===== config.mk =====
export PLATFORM = sky130hd
export DESIGN_NAME = servo_pid_stabilizer_axis_core
export DESIGN_NICKNAME = d
export VERILOG_FILES = /design/src/hdl/spsa_pkg.sv /design/src/hdl/servo_pid_stabilizer_axis_core.sv
export SDC_FILE = /design/constraint.sdc
export NUM_CORES = 2
export LEC_CHECK = 0
export BUFFER_PORTS_ARGS = -buffer_cell sky130_fd_sc_hd__buf_2
export CORE_MARGIN = 2
export CORE_UTILIZATION = 43
export DETAILED_ROUTE_END_ITERATION = 10
export PLACE_DENSITY = 0.59
export SLEW_MARGIN = 20
export SYNTH_ARGS = -nofsm -noshare
export SYNTH_HDL_FRONTEND = slang
export SYNTH_SLANG_ARGS = --single-unit

===== constraint.sdc =====
create_clock -name clk -period 8 [get_ports clk]
set_input_delay 1.2 -clock clk [delete_from_list [all_inputs] [get_ports clk]]
set_output_delay 1.2 -clock clk [all_outputs]
set_load 0.02 [all_outputs]

===== src/hdl/spsa_pkg.sv =====
// ----------------------------------------------------------------------------
// Servo axis stabiliser package
// Widths, register indexes, reset values and sequencer states shared by the
// stabiliser core.
// ----------------------------------------------------------------------------
package spsa_pkg;

	// field widths
	localparam int STICK_W = 16;
	localparam int RATE_W  = 32;
	localparam int GAIN_W  = 24;
	localparam int MAXT_W  = 31;
	localparam int MODE_W  = 3;
	localparam int CFG_W   = 31;
	localparam int IDX_W   = 3;

	// input and output words
	localparam int S_DATA_W = STICK_W + 2 * RATE_W;
	localparam int M_DATA_W = STICK_W;

	// datapath widths
	localparam int OFS_W    = STICK_W + 1;
	localparam int ERR_W    = RATE_W;
	localparam int DELTA_W  = RATE_W + 1;
	localparam int INTEG_W  = 48;
	localparam int INTEG_H  = INTEG_W / 2;
	localparam int MUL_A_W  = 33;
	localparam int MUL_B_W  = GAIN_W + 1;
	localparam int PROD_W   = MUL_A_W + MUL_B_W;
	localparam int ACC_W    = 73;
	localparam int SUM_SH   = 40;
	localparam int SUM_W    = SUM_SH + 2;
	localparam int FRAC_W   = 32;
	localparam int SCALED_W = SUM_W + 10;
	localparam int ADJ_W    = SCALED_W - FRAC_W;
	localparam int SERVO_W  = ADJ_W + 2;
	localparam int DIV_W    = 48;
	localparam int DIV_STEPS = DIV_W;
	localparam int CNT_W    = $clog2(DIV_STEPS);
	localparam int TGT_W    = DIV_W + 1;
	localparam int DIFF_W   = TGT_W + 1;

	// register indexes
	localparam logic [IDX_W-1:0] REG_GAIN_P   = 3'd0;
	localparam logic [IDX_W-1:0] REG_GAIN_I   = 3'd1;
	localparam logic [IDX_W-1:0] REG_GAIN_D   = 3'd2;
	localparam logic [IDX_W-1:0] REG_CENTER   = 3'd3;
	localparam logic [IDX_W-1:0] REG_LIM_LO   = 3'd4;
	localparam logic [IDX_W-1:0] REG_LIM_HI   = 3'd5;
	localparam logic [IDX_W-1:0] REG_MAX_TGT  = 3'd6;
	localparam logic [IDX_W-1:0] REG_MODE     = 3'd7;

	// mode bits
	localparam int MODE_EN  = 0;
	localparam int MODE_RATE = 1;
	localparam int MODE_REV = 2;

	// register reset values
	localparam logic [STICK_W-1:0] CENTER_RST = 16'd4500;
	localparam logic [STICK_W-1:0] LIM_LO_RST = 16'd3000;
	localparam logic [STICK_W-1:0] LIM_HI_RST = 16'd6000;

	typedef enum logic [3:0] {
		ST_IDLE,
		ST_MUL_TGT,
		ST_DIV_LOAD,
		ST_DIV,
		ST_TGT,
		ST_ERR,
		ST_MUL_P,
		ST_MUL_D,
		ST_MUL_IL,
		ST_MUL_IH,
		ST_SUM,
		ST_CLIP,
		ST_SCALE,
		ST_ADJ,
		ST_DONE
	} st_t;

endpackage


===== src/hdl/servo_pid_stabilizer_axis_core.sv =====
// ----------------------------------------------------------------------------
// Servo axis PID stabiliser core
// Incremental PID with anti-windup for one servo axis, built round one shared
// multiplier and a bit-serial divider under a small sequencer.
// ----------------------------------------------------------------------------
// Usage
//   Input stream (s_axis_*): one word per control update, carrying the stick
//   pulse, the gyro rate and the averaged gyro rate. Output stream (m_axis_*):
//   one word per update with the servo pulse in tdata and the clamp flag in
//   tuser. Configuration (cfg_*): register index and data, always ready;
//   write only while no update is in flight.
// Sequence: a disabled axis goes straight from idle to the final state;
//   rate-only mode runs the error, product, sum, clip, scale and adjust
//   states, and auto mode first runs a 48-step restoring divider that turns
//   stick deflection into a target rate. The four gain products share one
//   multiplier, one product per cycle. s_axis_tready is high only while the
//   sequencer is idle, so a new item waits until the last has left it.
// Stall: the result sits in an output register; the core moves on to the next
//   item once the register is free or being emptied. A stalled receiver
//   holds the sequencer in its final state with the word pending.
// Reset: arst_n clears the PID state, the output register and the sequencer,
//   and loads the registers with their reset values.
// ----------------------------------------------------------------------------
module servo_pid_stabilizer_axis_core
	import spsa_pkg::*;
(
	input  logic                clk,
	input  logic                arst_n,
	// stick_in [15:0], measured_rate [47:16], averaged_rate [79:48]
	input  logic [S_DATA_W-1:0] s_axis_tdata,
	input  logic                s_axis_tvalid,
	output logic                s_axis_tready,
	// servo_out [15:0]
	output logic [M_DATA_W-1:0] m_axis_tdata,
	// was_clamped [0]
	output logic                m_axis_tuser,
	output logic                m_axis_tvalid,
	input  logic                m_axis_tready,
	input  logic                cfg_valid,
	output logic                cfg_ready,
	input  logic [IDX_W-1:0]    cfg_index,
	input  logic [CFG_W-1:0]    cfg_data
);

	// bounds used by the saturations
	localparam logic signed [ACC_W-1:0] SUM_HI =
		{{(ACC_W-SUM_SH-1){1'b0}}, 1'b1, {SUM_SH{1'b0}}};
	localparam logic signed [ACC_W-1:0] SUM_LO = -SUM_HI;
	localparam logic signed [ERR_W-1:0] ERR_MAX = {1'b0, {(ERR_W-1){1'b1}}};
	localparam logic signed [ERR_W-1:0] ERR_MIN = {1'b1, {(ERR_W-1){1'b0}}};
	localparam logic signed [INTEG_W-1:0] INTEG_MAX = {1'b0, {(INTEG_W-1){1'b1}}};
	localparam logic signed [INTEG_W-1:0] INTEG_MIN = {1'b1, {(INTEG_W-1){1'b0}}};
	localparam logic signed [ADJ_W-1:0] ADJ16_MAX = 20'sd32767;
	localparam logic signed [ADJ_W-1:0] ADJ16_MIN = -20'sd32768;

	// configuration registers
	logic signed [GAIN_W-1:0]  gain_p_q, gain_i_q, gain_d_q;
	logic        [STICK_W-1:0] center_q, lim_lo_q, lim_hi_q;
	logic        [MAXT_W-1:0]  max_tgt_q;
	logic        [MODE_W-1:0]  mode_q;

	// PID state
	logic signed [ERR_W-1:0]   prev_err_q;
	logic signed [INTEG_W-1:0] integ_q;
	logic        [STICK_W-1:0] prev_servo_q;

	// item registers
	logic        [STICK_W-1:0] stick_q;
	logic signed [RATE_W-1:0]  rate_q, avg_q;
	logic signed [OFS_W-1:0]   offset_q, span_q;

	// working registers
	st_t                        state_q, state_d;
	logic signed [PROD_W-1:0]   prod_q;
	logic signed [ACC_W-1:0]    acc_q;
	logic        [DIV_W-1:0]    num_q;
	logic        [STICK_W-1:0]  rem_q, dsor_q;
	logic                       neg_q;
	logic        [CNT_W-1:0]    cnt_q;
	logic signed [TGT_W-1:0]    tgt_q;
	logic signed [ERR_W-1:0]    err_q;
	logic signed [DELTA_W-1:0]  delta_q;
	logic signed [SUM_W-1:0]    sum_q;
	logic signed [SCALED_W-1:0] scaled_q;
	logic signed [ADJ_W-1:0]    adj_q;

	// output register
	logic                       out_valid_q;
	logic        [STICK_W-1:0]  servo_q;
	logic                       clamped_q;

	// control
	logic in_acc, out_free, out_load;

	// combinational datapath
	logic signed [OFS_W-1:0]    offset_c, span_c;
	logic signed [MUL_A_W-1:0]  mul_a;
	logic signed [MUL_B_W-1:0]  mul_b;
	logic signed [PROD_W-1:0]   mul_p;
	logic signed [PROD_W-1:0]   prod_mag;
	logic        [STICK_W:0]    div_shift, div_diff;
	logic                       div_ge;
	logic signed [DIFF_W-1:0]   diff_c;
	logic signed [ERR_W-1:0]    err_c;
	logic signed [ACC_W-1:0]    prod_ext;
	logic signed [ACC_W-1:0]    sum_clip;
	logic signed [SCALED_W-1:0] sum_ext;
	logic signed [ADJ_W-1:0]    q_rate, q_rate_k;
	logic signed [ADJ_W-1:0]    t_auto, adj_c;
	logic        [STICK_W-1:0]  base_c;
	logic signed [SERVO_W-1:0]  servo_c, lo_c, hi_c;
	logic        [STICK_W-1:0]  servo_sel;
	logic                       clamp_c;
	logic signed [INTEG_W:0]    integ_sum;
	logic signed [INTEG_W-1:0]  integ_c;

	assign cfg_ready     = 1'b1;
	assign m_axis_tvalid = out_valid_q;
	assign m_axis_tdata  = servo_q;
	assign m_axis_tuser  = clamped_q;

	// configuration writes
	always_ff @(posedge clk or negedge arst_n) begin
		if (!arst_n) begin
			gain_p_q  <= '0;
			gain_i_q  <= '0;
			gain_d_q  <= '0;
			center_q  <= CENTER_RST;
			lim_lo_q  <= LIM_LO_RST;
			lim_hi_q  <= LIM_HI_RST;
			max_tgt_q <= '0;
			mode_q    <= '0;
		end else if (cfg_valid && cfg_ready) begin
			unique case (cfg_index)
				REG_GAIN_P:  gain_p_q  <= cfg_data[GAIN_W-1:0];
				REG_GAIN_I:  gain_i_q  <= cfg_data[GAIN_W-1:0];
				REG_GAIN_D:  gain_d_q  <= cfg_data[GAIN_W-1:0];
				REG_CENTER:  center_q  <= cfg_data[STICK_W-1:0];
				REG_LIM_LO:  lim_lo_q  <= cfg_data[STICK_W-1:0];
				REG_LIM_HI:  lim_hi_q  <= cfg_data[STICK_W-1:0];
				REG_MAX_TGT: max_tgt_q <= cfg_data[MAXT_W-1:0];
				REG_MODE:    mode_q    <= cfg_data[MODE_W-1:0];
				default:     mode_q    <= mode_q;
			endcase
		end
	end

	// ---------------------------------------------------------------- sequencer
	always_comb begin
		state_d = state_q;
		unique case (state_q)
			ST_IDLE: begin
				if (in_acc) begin
					priority if (!s_axis_tdata_en()) state_d = ST_DONE;
					else if (mode_q[MODE_RATE]) state_d = ST_ERR;
					else state_d = ST_MUL_TGT;
				end
			end
			ST_MUL_TGT:  state_d = ST_DIV_LOAD;
			ST_DIV_LOAD: state_d = (span_q == '0) ? ST_ERR : ST_DIV;
			ST_DIV:      state_d = (cnt_q == CNT_W'(DIV_STEPS - 1)) ? ST_TGT : ST_DIV;
			ST_TGT:      state_d = ST_ERR;
			ST_ERR:      state_d = ST_MUL_P;
			ST_MUL_P:    state_d = ST_MUL_D;
			ST_MUL_D:    state_d = ST_MUL_IL;
			ST_MUL_IL:   state_d = ST_MUL_IH;
			ST_MUL_IH:   state_d = ST_SUM;
			ST_SUM:      state_d = ST_CLIP;
			ST_CLIP:     state_d = ST_SCALE;
			ST_SCALE:    state_d = ST_ADJ;
			ST_ADJ:      state_d = ST_DONE;
			ST_DONE:     state_d = out_free ? ST_IDLE : ST_DONE;
			default:     state_d = ST_IDLE;
		endcase
	end

	// the enable bit only ever comes from the mode register
	function automatic logic s_axis_tdata_en();
		return mode_q[MODE_EN];
	endfunction

	// handshake outputs of the sequencer
	always_comb begin
		s_axis_tready = (state_q == ST_IDLE);
		out_free      = !out_valid_q || m_axis_tready;
		out_load      = (state_q == ST_DONE) && out_free;
		in_acc        = s_axis_tvalid && s_axis_tready;
	end

	always_ff @(posedge clk or negedge arst_n) begin
		if (!arst_n) state_q <= ST_IDLE;
		else state_q <= state_d;
	end

	// ---------------------------------------------------------------- datapath
	// stick offset and the span on its side of centre
	always_comb begin
		offset_c = $signed({1'b0, s_axis_tdata[STICK_W-1:0]}) - $signed({1'b0, center_q});
		if (offset_c[OFS_W-1]) span_c = $signed({1'b0, center_q}) - $signed({1'b0, lim_lo_q});
		else span_c = $signed({1'b0, lim_hi_q}) - $signed({1'b0, center_q});
	end

	// shared multiplier: operand choice follows the sequencer
	always_comb begin
		unique case (state_q)
			ST_MUL_TGT: begin
				mul_a = $signed({{(MUL_A_W-MAXT_W){1'b0}}, max_tgt_q});
				mul_b = MUL_B_W'(offset_q);
			end
			ST_MUL_P: begin
				mul_a = MUL_A_W'(err_q);
				mul_b = MUL_B_W'(gain_p_q);
			end
			ST_MUL_D: begin
				mul_a = MUL_A_W'(delta_q);
				mul_b = MUL_B_W'(gain_d_q);
			end
			ST_MUL_IL: begin
				mul_a = $signed({{(MUL_A_W-INTEG_H){1'b0}}, integ_q[INTEG_H-1:0]});
				mul_b = MUL_B_W'(gain_i_q);
			end
			ST_MUL_IH: begin
				mul_a = MUL_A_W'($signed(integ_q[INTEG_W-1:INTEG_H]));
				mul_b = MUL_B_W'(gain_i_q);
			end
			default: begin
				mul_a = '0;
				mul_b = '0;
			end
		endcase
		mul_p = mul_a * mul_b;
	end

	// divider step and target / error arithmetic
	always_comb begin
		prod_mag  = prod_q[PROD_W-1] ? -prod_q : prod_q;
		div_shift = {rem_q, num_q[DIV_W-1]};
		div_ge    = (div_shift >= {1'b0, dsor_q});
		div_diff  = div_shift - {1'b0, dsor_q};

		if (mode_q[MODE_RATE]) diff_c = DIFF_W'(avg_q) - DIFF_W'(rate_q);
		else diff_c = DIFF_W'(tgt_q) - DIFF_W'(rate_q);
		priority if (diff_c > DIFF_W'(ERR_MAX)) err_c = ERR_MAX;
		else if (diff_c < DIFF_W'(ERR_MIN)) err_c = ERR_MIN;
		else err_c = diff_c[ERR_W-1:0];

		prod_ext = ACC_W'(prod_q);
		priority if (acc_q > SUM_HI) sum_clip = SUM_HI;
		else if (acc_q < SUM_LO) sum_clip = SUM_LO;
		else sum_clip = acc_q;
	end

	// output scaling: sum times 1000 by shift and subtract
	always_comb begin
		sum_ext  = SCALED_W'(sum_q);
		// rate-only: integer part of the sum, truncated toward zero
		q_rate   = ADJ_W'($signed(sum_q[SUM_W-1:FRAC_W]))
			+ ADJ_W'(sum_q[SUM_W-1] && (sum_q[FRAC_W-1:0] != '0));
		q_rate_k = (q_rate <<< 10) - (q_rate <<< 4) - (q_rate <<< 3);
		// auto: scaled sum over 2^32, truncated toward zero
		t_auto   = $signed(scaled_q[SCALED_W-1:FRAC_W])
			+ ADJ_W'(scaled_q[SCALED_W-1] && (scaled_q[FRAC_W-1:0] != '0));
		if (mode_q[MODE_RATE]) adj_c = scaled_q[ADJ_W-1:0];
		else begin
			priority if (t_auto > ADJ16_MAX) adj_c = ADJ16_MAX;
			else if (t_auto < ADJ16_MIN) adj_c = ADJ16_MIN;
			else adj_c = t_auto;
		end
	end

	// final servo value, clamp and integrator update
	always_comb begin
		base_c  = mode_q[MODE_RATE] ? stick_q : prev_servo_q;
		servo_c = $signed({{(SERVO_W-STICK_W){1'b0}}, base_c}) + SERVO_W'(adj_q);
		hi_c    = $signed({{(SERVO_W-STICK_W){1'b0}}, lim_hi_q});
		lo_c    = $signed({{(SERVO_W-STICK_W){1'b0}}, lim_lo_q});
		clamp_c = 1'b0;
		if (!mode_q[MODE_EN]) servo_sel = stick_q;
		else begin
			// ceiling first, so with crossed limits a value above the ceiling gives the ceiling
			priority if (servo_c > hi_c) begin
				servo_sel = lim_hi_q;
				clamp_c   = 1'b1;
			end else if (servo_c < lo_c) begin
				servo_sel = lim_lo_q;
				clamp_c   = 1'b1;
			end else begin
				servo_sel = servo_c[STICK_W-1:0];
			end
		end
		integ_sum = (INTEG_W+1)'(integ_q) + (INTEG_W+1)'(err_q);
		priority if (integ_sum > (INTEG_W+1)'(INTEG_MAX)) integ_c = INTEG_MAX;
		else if (integ_sum < (INTEG_W+1)'(INTEG_MIN)) integ_c = INTEG_MIN;
		else integ_c = integ_sum[INTEG_W-1:0];
	end

	// working registers, no reset needed
	always_ff @(posedge clk) begin
		unique case (state_q)
			ST_IDLE: begin
				if (in_acc) begin
					stick_q  <= s_axis_tdata[STICK_W-1:0];
					rate_q   <= s_axis_tdata[STICK_W+RATE_W-1:STICK_W];
					avg_q    <= s_axis_tdata[S_DATA_W-1:STICK_W+RATE_W];
					offset_q <= offset_c;
					span_q   <= span_c;
				end
			end
			ST_MUL_TGT: prod_q <= mul_p;
			ST_DIV_LOAD: begin
				// zero span gives a zero target
				num_q  <= (span_q == '0) ? '0 : prod_mag[DIV_W-1:0];
				neg_q  <= prod_q[PROD_W-1] ^ span_q[OFS_W-1];
				dsor_q <= span_q[OFS_W-1] ? STICK_W'(-span_q) : span_q[STICK_W-1:0];
				rem_q  <= '0;
				cnt_q  <= '0;
				tgt_q  <= '0;
			end
			ST_DIV: begin
				rem_q <= div_ge ? div_diff[STICK_W-1:0] : div_shift[STICK_W-1:0];
				num_q <= {num_q[DIV_W-2:0], div_ge};
				cnt_q <= cnt_q + CNT_W'(1);
			end
			ST_TGT: tgt_q <= neg_q ? -$signed({1'b0, num_q}) : $signed({1'b0, num_q});
			ST_ERR: begin
				err_q   <= err_c;
				delta_q <= DELTA_W'(err_c) - DELTA_W'(prev_err_q);
			end
			ST_MUL_P: prod_q <= mul_p;
			ST_MUL_D: begin
				acc_q  <= prod_ext;
				prod_q <= mul_p;
			end
			ST_MUL_IL: begin
				acc_q  <= acc_q + prod_ext;
				prod_q <= mul_p;
			end
			ST_MUL_IH: begin
				acc_q  <= acc_q + prod_ext;
				prod_q <= mul_p;
			end
			// upper integral half carries a weight of 2^24
			ST_SUM:   acc_q <= acc_q + (prod_ext <<< INTEG_H);
			ST_CLIP:  sum_q <= sum_clip[SUM_W-1:0];
			ST_SCALE: begin
				if (mode_q[MODE_RATE]) scaled_q <= SCALED_W'(q_rate_k);
				else scaled_q <= (sum_ext <<< 10) - (sum_ext <<< 4) - (sum_ext <<< 3);
			end
			ST_ADJ:   adj_q <= mode_q[MODE_REV] ? -adj_c : adj_c;
			ST_DONE:  acc_q <= acc_q;
			default:  acc_q <= acc_q;
		endcase
	end

	// PID state and output register
	always_ff @(posedge clk or negedge arst_n) begin
		if (!arst_n) begin
			prev_err_q   <= '0;
			integ_q      <= '0;
			prev_servo_q <= '0;
			out_valid_q  <= 1'b0;
			servo_q      <= '0;
			clamped_q    <= 1'b0;
		end else begin
			if (state_q == ST_ERR) prev_err_q <= err_c;
			if (out_load) begin
				out_valid_q  <= 1'b1;
				servo_q      <= servo_sel;
				clamped_q    <= clamp_c;
				prev_servo_q <= servo_sel;
				// anti-windup: integrate only when the output stayed in range
				if (mode_q[MODE_EN] && !clamp_c) integ_q <= integ_c;
			end else if (m_axis_tready) begin
				out_valid_q <= 1'b0;
			end
		end
	end

`ifndef SYNTH
	// one item in flight: an accepted word closes the input until it is done
	a_single_item: assert property (@(posedge clk) disable iff (!arst_n)
		(s_axis_tvalid && s_axis_tready) |=> !s_axis_tready)
		else $error("input accepted while an update is in flight");

	// a clamped result sits on one of the limits
	a_clamp_on_limit: assert property (@(posedge clk) disable iff (!arst_n)
		(m_axis_tvalid && m_axis_tuser) |->
			(m_axis_tdata == lim_hi_q || m_axis_tdata == lim_lo_q))
		else $error("clamp flag set but servo value off the limits");

	// a disabled axis passes the stick through unclamped
	a_bypass: assert property (@(posedge clk) disable iff (!arst_n)
		(out_load && !mode_q[MODE_EN]) |=>
			(servo_q == $past(stick_q) && !clamped_q))
		else $error("disabled axis did not pass the stick through");

	// divider step count stays inside the run
	a_div_count: assert property (@(posedge clk) disable iff (!arst_n)
		(state_q == ST_DIV) |-> (cnt_q <= CNT_W'(DIV_STEPS - 1)))
		else $error("divider ran past its last step");
`endif

endmodule


==> impl_metrics.ini <==
[job]
maxCapViolCount = 0

[route]
drt_iter0_markers = 6531
first_pass_iters = 6
drc = 0
via_per_inst = 5.72
route.vias.total = 74900
wirelength_mm = 312
avgRoutedWirePerCell_um = 23.8
ant_nets = 0

[status]
status = finished, violations left
violations = negative setup slack

[power]
seqPwrFrac = 0.207
switching_share = 0.487
p_clk_frac = 0.122
power.density_nw_per_um2 = 378
irDropWorstVdd_v = 0.000216
finalPower_mw = 39.3
combinationalPowerShare = 0.671
p_int_mw = 20.2
leakage_nw = 47.2
power_switching_mw = 19.1

[cells_and_area]
final-instance-count-excl-fill = 13100
nets = 12000
fin_util = 0.508
nFillCells = 19000
drive_gt1_frac = 0.161
synthToLayoutAreaGrowth_pct = 17.3
finalInstanceArea_um2 = 104000
most-common-layout-cells = inv_1 (1217), nand2_1 (1004), fa_1 (854)
final_common_cell = inv_1

[grt]
grt_pass1_vias = 75000
grt_max_degree = 165
grt_first_pass_wirelength_mm = 467
antenna_found_initial = 22
grt_use_total = 0.294
grt_overflow = 0

[min_path]
hold_path.class = input port to asynchronous set/reset pin

[floorplanning]
die_height_um = 458
die_x_um = 458
core_um2 = 205000
dieArea_um2 = 210000
rows = 166
start_util = 0.433
ioPinCount = 139

[yosys]
ys_seq_elements = 813
ys_types = 90
synth_nets = 11300
synthCells = 9667
ys.flop_type = edfxtp_1
synth_edf_count = 557
syn-cell-area_um2 = 88600
yosysWarnings = 0
synth_seq_area_share = 0.261
synthArstFlopShare = 0.315
avgSynthCellArea_um2 = 9.17

[clocking]
clk_pin_slew_ps = 60
clock_path_buffers = 3
clock_sinks = 813
clk_latency_ps = 790
cts_made_buffers = 100
tritoncts = done
cts.hold.buffers_added = 0
cts.htree.levels = 3
root_buffer = clkbuf_16

[sta]
setup_violations = 13
rsz0062_at_grt = true
layout_setup_ws_ps = -330
slew_headroom = 0.180
worst_pin_slew_ps = 1200
hold_viol_final = 0
timing.fmax_mhz = 120
fin_worst_skew_ps = 67.2
hold_slack_ps = 458
post-route-period-util = 1.04
finalSetupTns_ps = -1700
slew_viol_final = 0
fin_crit_ps = 8330

[critical_path]
critPathLaunchType = flip-flop
crit_fanout = 14
cp_common_cell = fa_1
arrival_ps = 8840
cp.required_ps = 8510
crit_slowest_cell = and4_1
path_class = flip-flop to flip-flop
end_kind = flip-flop
slowest_delay_ps = 560

[placed_design]
numPortBuffers = 137
place_area_um2 = 98000
dp_slack_ps = -730
hpwl_mm = 253
routabilityCongestion = 0.985
dp.cells = 12800
[critical path, delay by kind of cell, from the launching register on]
| family | cells | cell delay, ps |
|---|---|---|
| xor+xnor | 1 | 80 |
| fa+ha+maj | 8 | 3770 |
| flops | 1 | 450 |
| compound gates | 11 | 1880 |
| buf+inv | 9 | 1040 |
| simple gates | 5 | 850 |
[cell type report]
type	count	area (um2)	area share
diodes	13	32.5	0.000313
clock buffers	120	2640	0.0254
clock inverters	69	810	0.00779
inverters	1262	4740	0.0456
multi-input cells	7192	60700	0.584
flip-flops and latches	813	23200	0.223
well taps	2688	3360	0.0323
repair buffers	938	8540	0.0821
[final timing paths]
path	startpoint	endpoint	slack (ps)	cells past startpoint
min	arst_n	lim_lo_q[14]	460	1
min reg2reg	gain_i_q[2]	gain_i_q[2]	510	1
max reg2reg	state_q[1]	prod_q[54]	-330	34
min in group clk	gain_i_q[2]	gain_i_q[2]	510	1
max	state_q[1]	prod_q[54]	-330	34
max in group asynchronous	arst_n	max_tgt_q[19]	6010	2
[flip-flops by register name, summed over array words and instances (netlist names), 33 cells and up]
register  flops
delta_q      33
prod_q       58
num_q        48
acc_q        73
scaled_q     49
tgt_q        49
integ_q      48
sum_q        42
[kinds of logic (layout without fill, tap and decap cells)]
logic type                 count (synthesis)  in the layout  synth area share
DFF                                      813            813             0.261
muxes                                    200            200            0.0249
xor gates and xnor gates                 559            559            0.0552
adders and majority gates               1558           1558             0.295
AOI/OAI and AO/OA                       2124           2124             0.150
buffers and inverters                   1662           2389            0.0704
and+or+nand+nor                         2750           2750             0.142
other                                      1             14         0.0000423
[per-layer routing]
layer  up-vias  global-route usage  wire (um)
met5         -                   0         50
met4         6               0.139      16600
met3       626              0.0497      23000
met2      2787               0.461     141000
met1     37300               0.396     131000
li1      34200                   -          -
[power groups by stage]
stage	Combinational, mW	Clock, mW	Sequential [mW]
6_report	26.3	4.80	8.12
5_1_grt	28.9	5.04	8.18
4_1_cts	25.8	4.88	8.06
3_5_place_dp	24.9	0	8.12
3_3_place_gp	24.7	0	8.11
2_1_floorplan	16.2	0	7.32
[Yosys cell counts, drive strengths merged, types with 55 or more instances]
library cell | n | area (um2)
a21o | 258 | 1940
a21oi | 544 | 2720
a22oi | 95 | 713
a31oi | 61 | 382
and2 | 103 | 644
and3 | 81 | 507
clkbuf | 374 | 1400
dfrtp | 237 | 5930
edfxtp | 557 | 16700
fa | 893 | 17900
ha | 658 | 8230
inv | 1260 | 4730
mux2 | 161 | 1810
nand2 | 1042 | 3910
nand2b | 89 | 557
nand3 | 138 | 691
nand4 | 126 | 788
nor2 | 788 | 2960
nor2b | 72 | 450
nor3 | 80 | 400
o21a | 61 | 458
o21ai | 616 | 3080
o21bai | 55 | 413
o31ai | 70 | 531
xnor2 | 309 | 2710
xor2 | 250 | 2190
[repair_timing]
| item | CTS | global route |
|---|---|---|
| endpoints found under the setup margin | 30 | 36 |
| pin swaps | 70 | 161 |
| resized for setup | 255 | 174 |
| gates cloned | 7 | 3 |
| setup buffers | 46 | 55 |
Note: power is estimated with default switching activity, not from simulation.
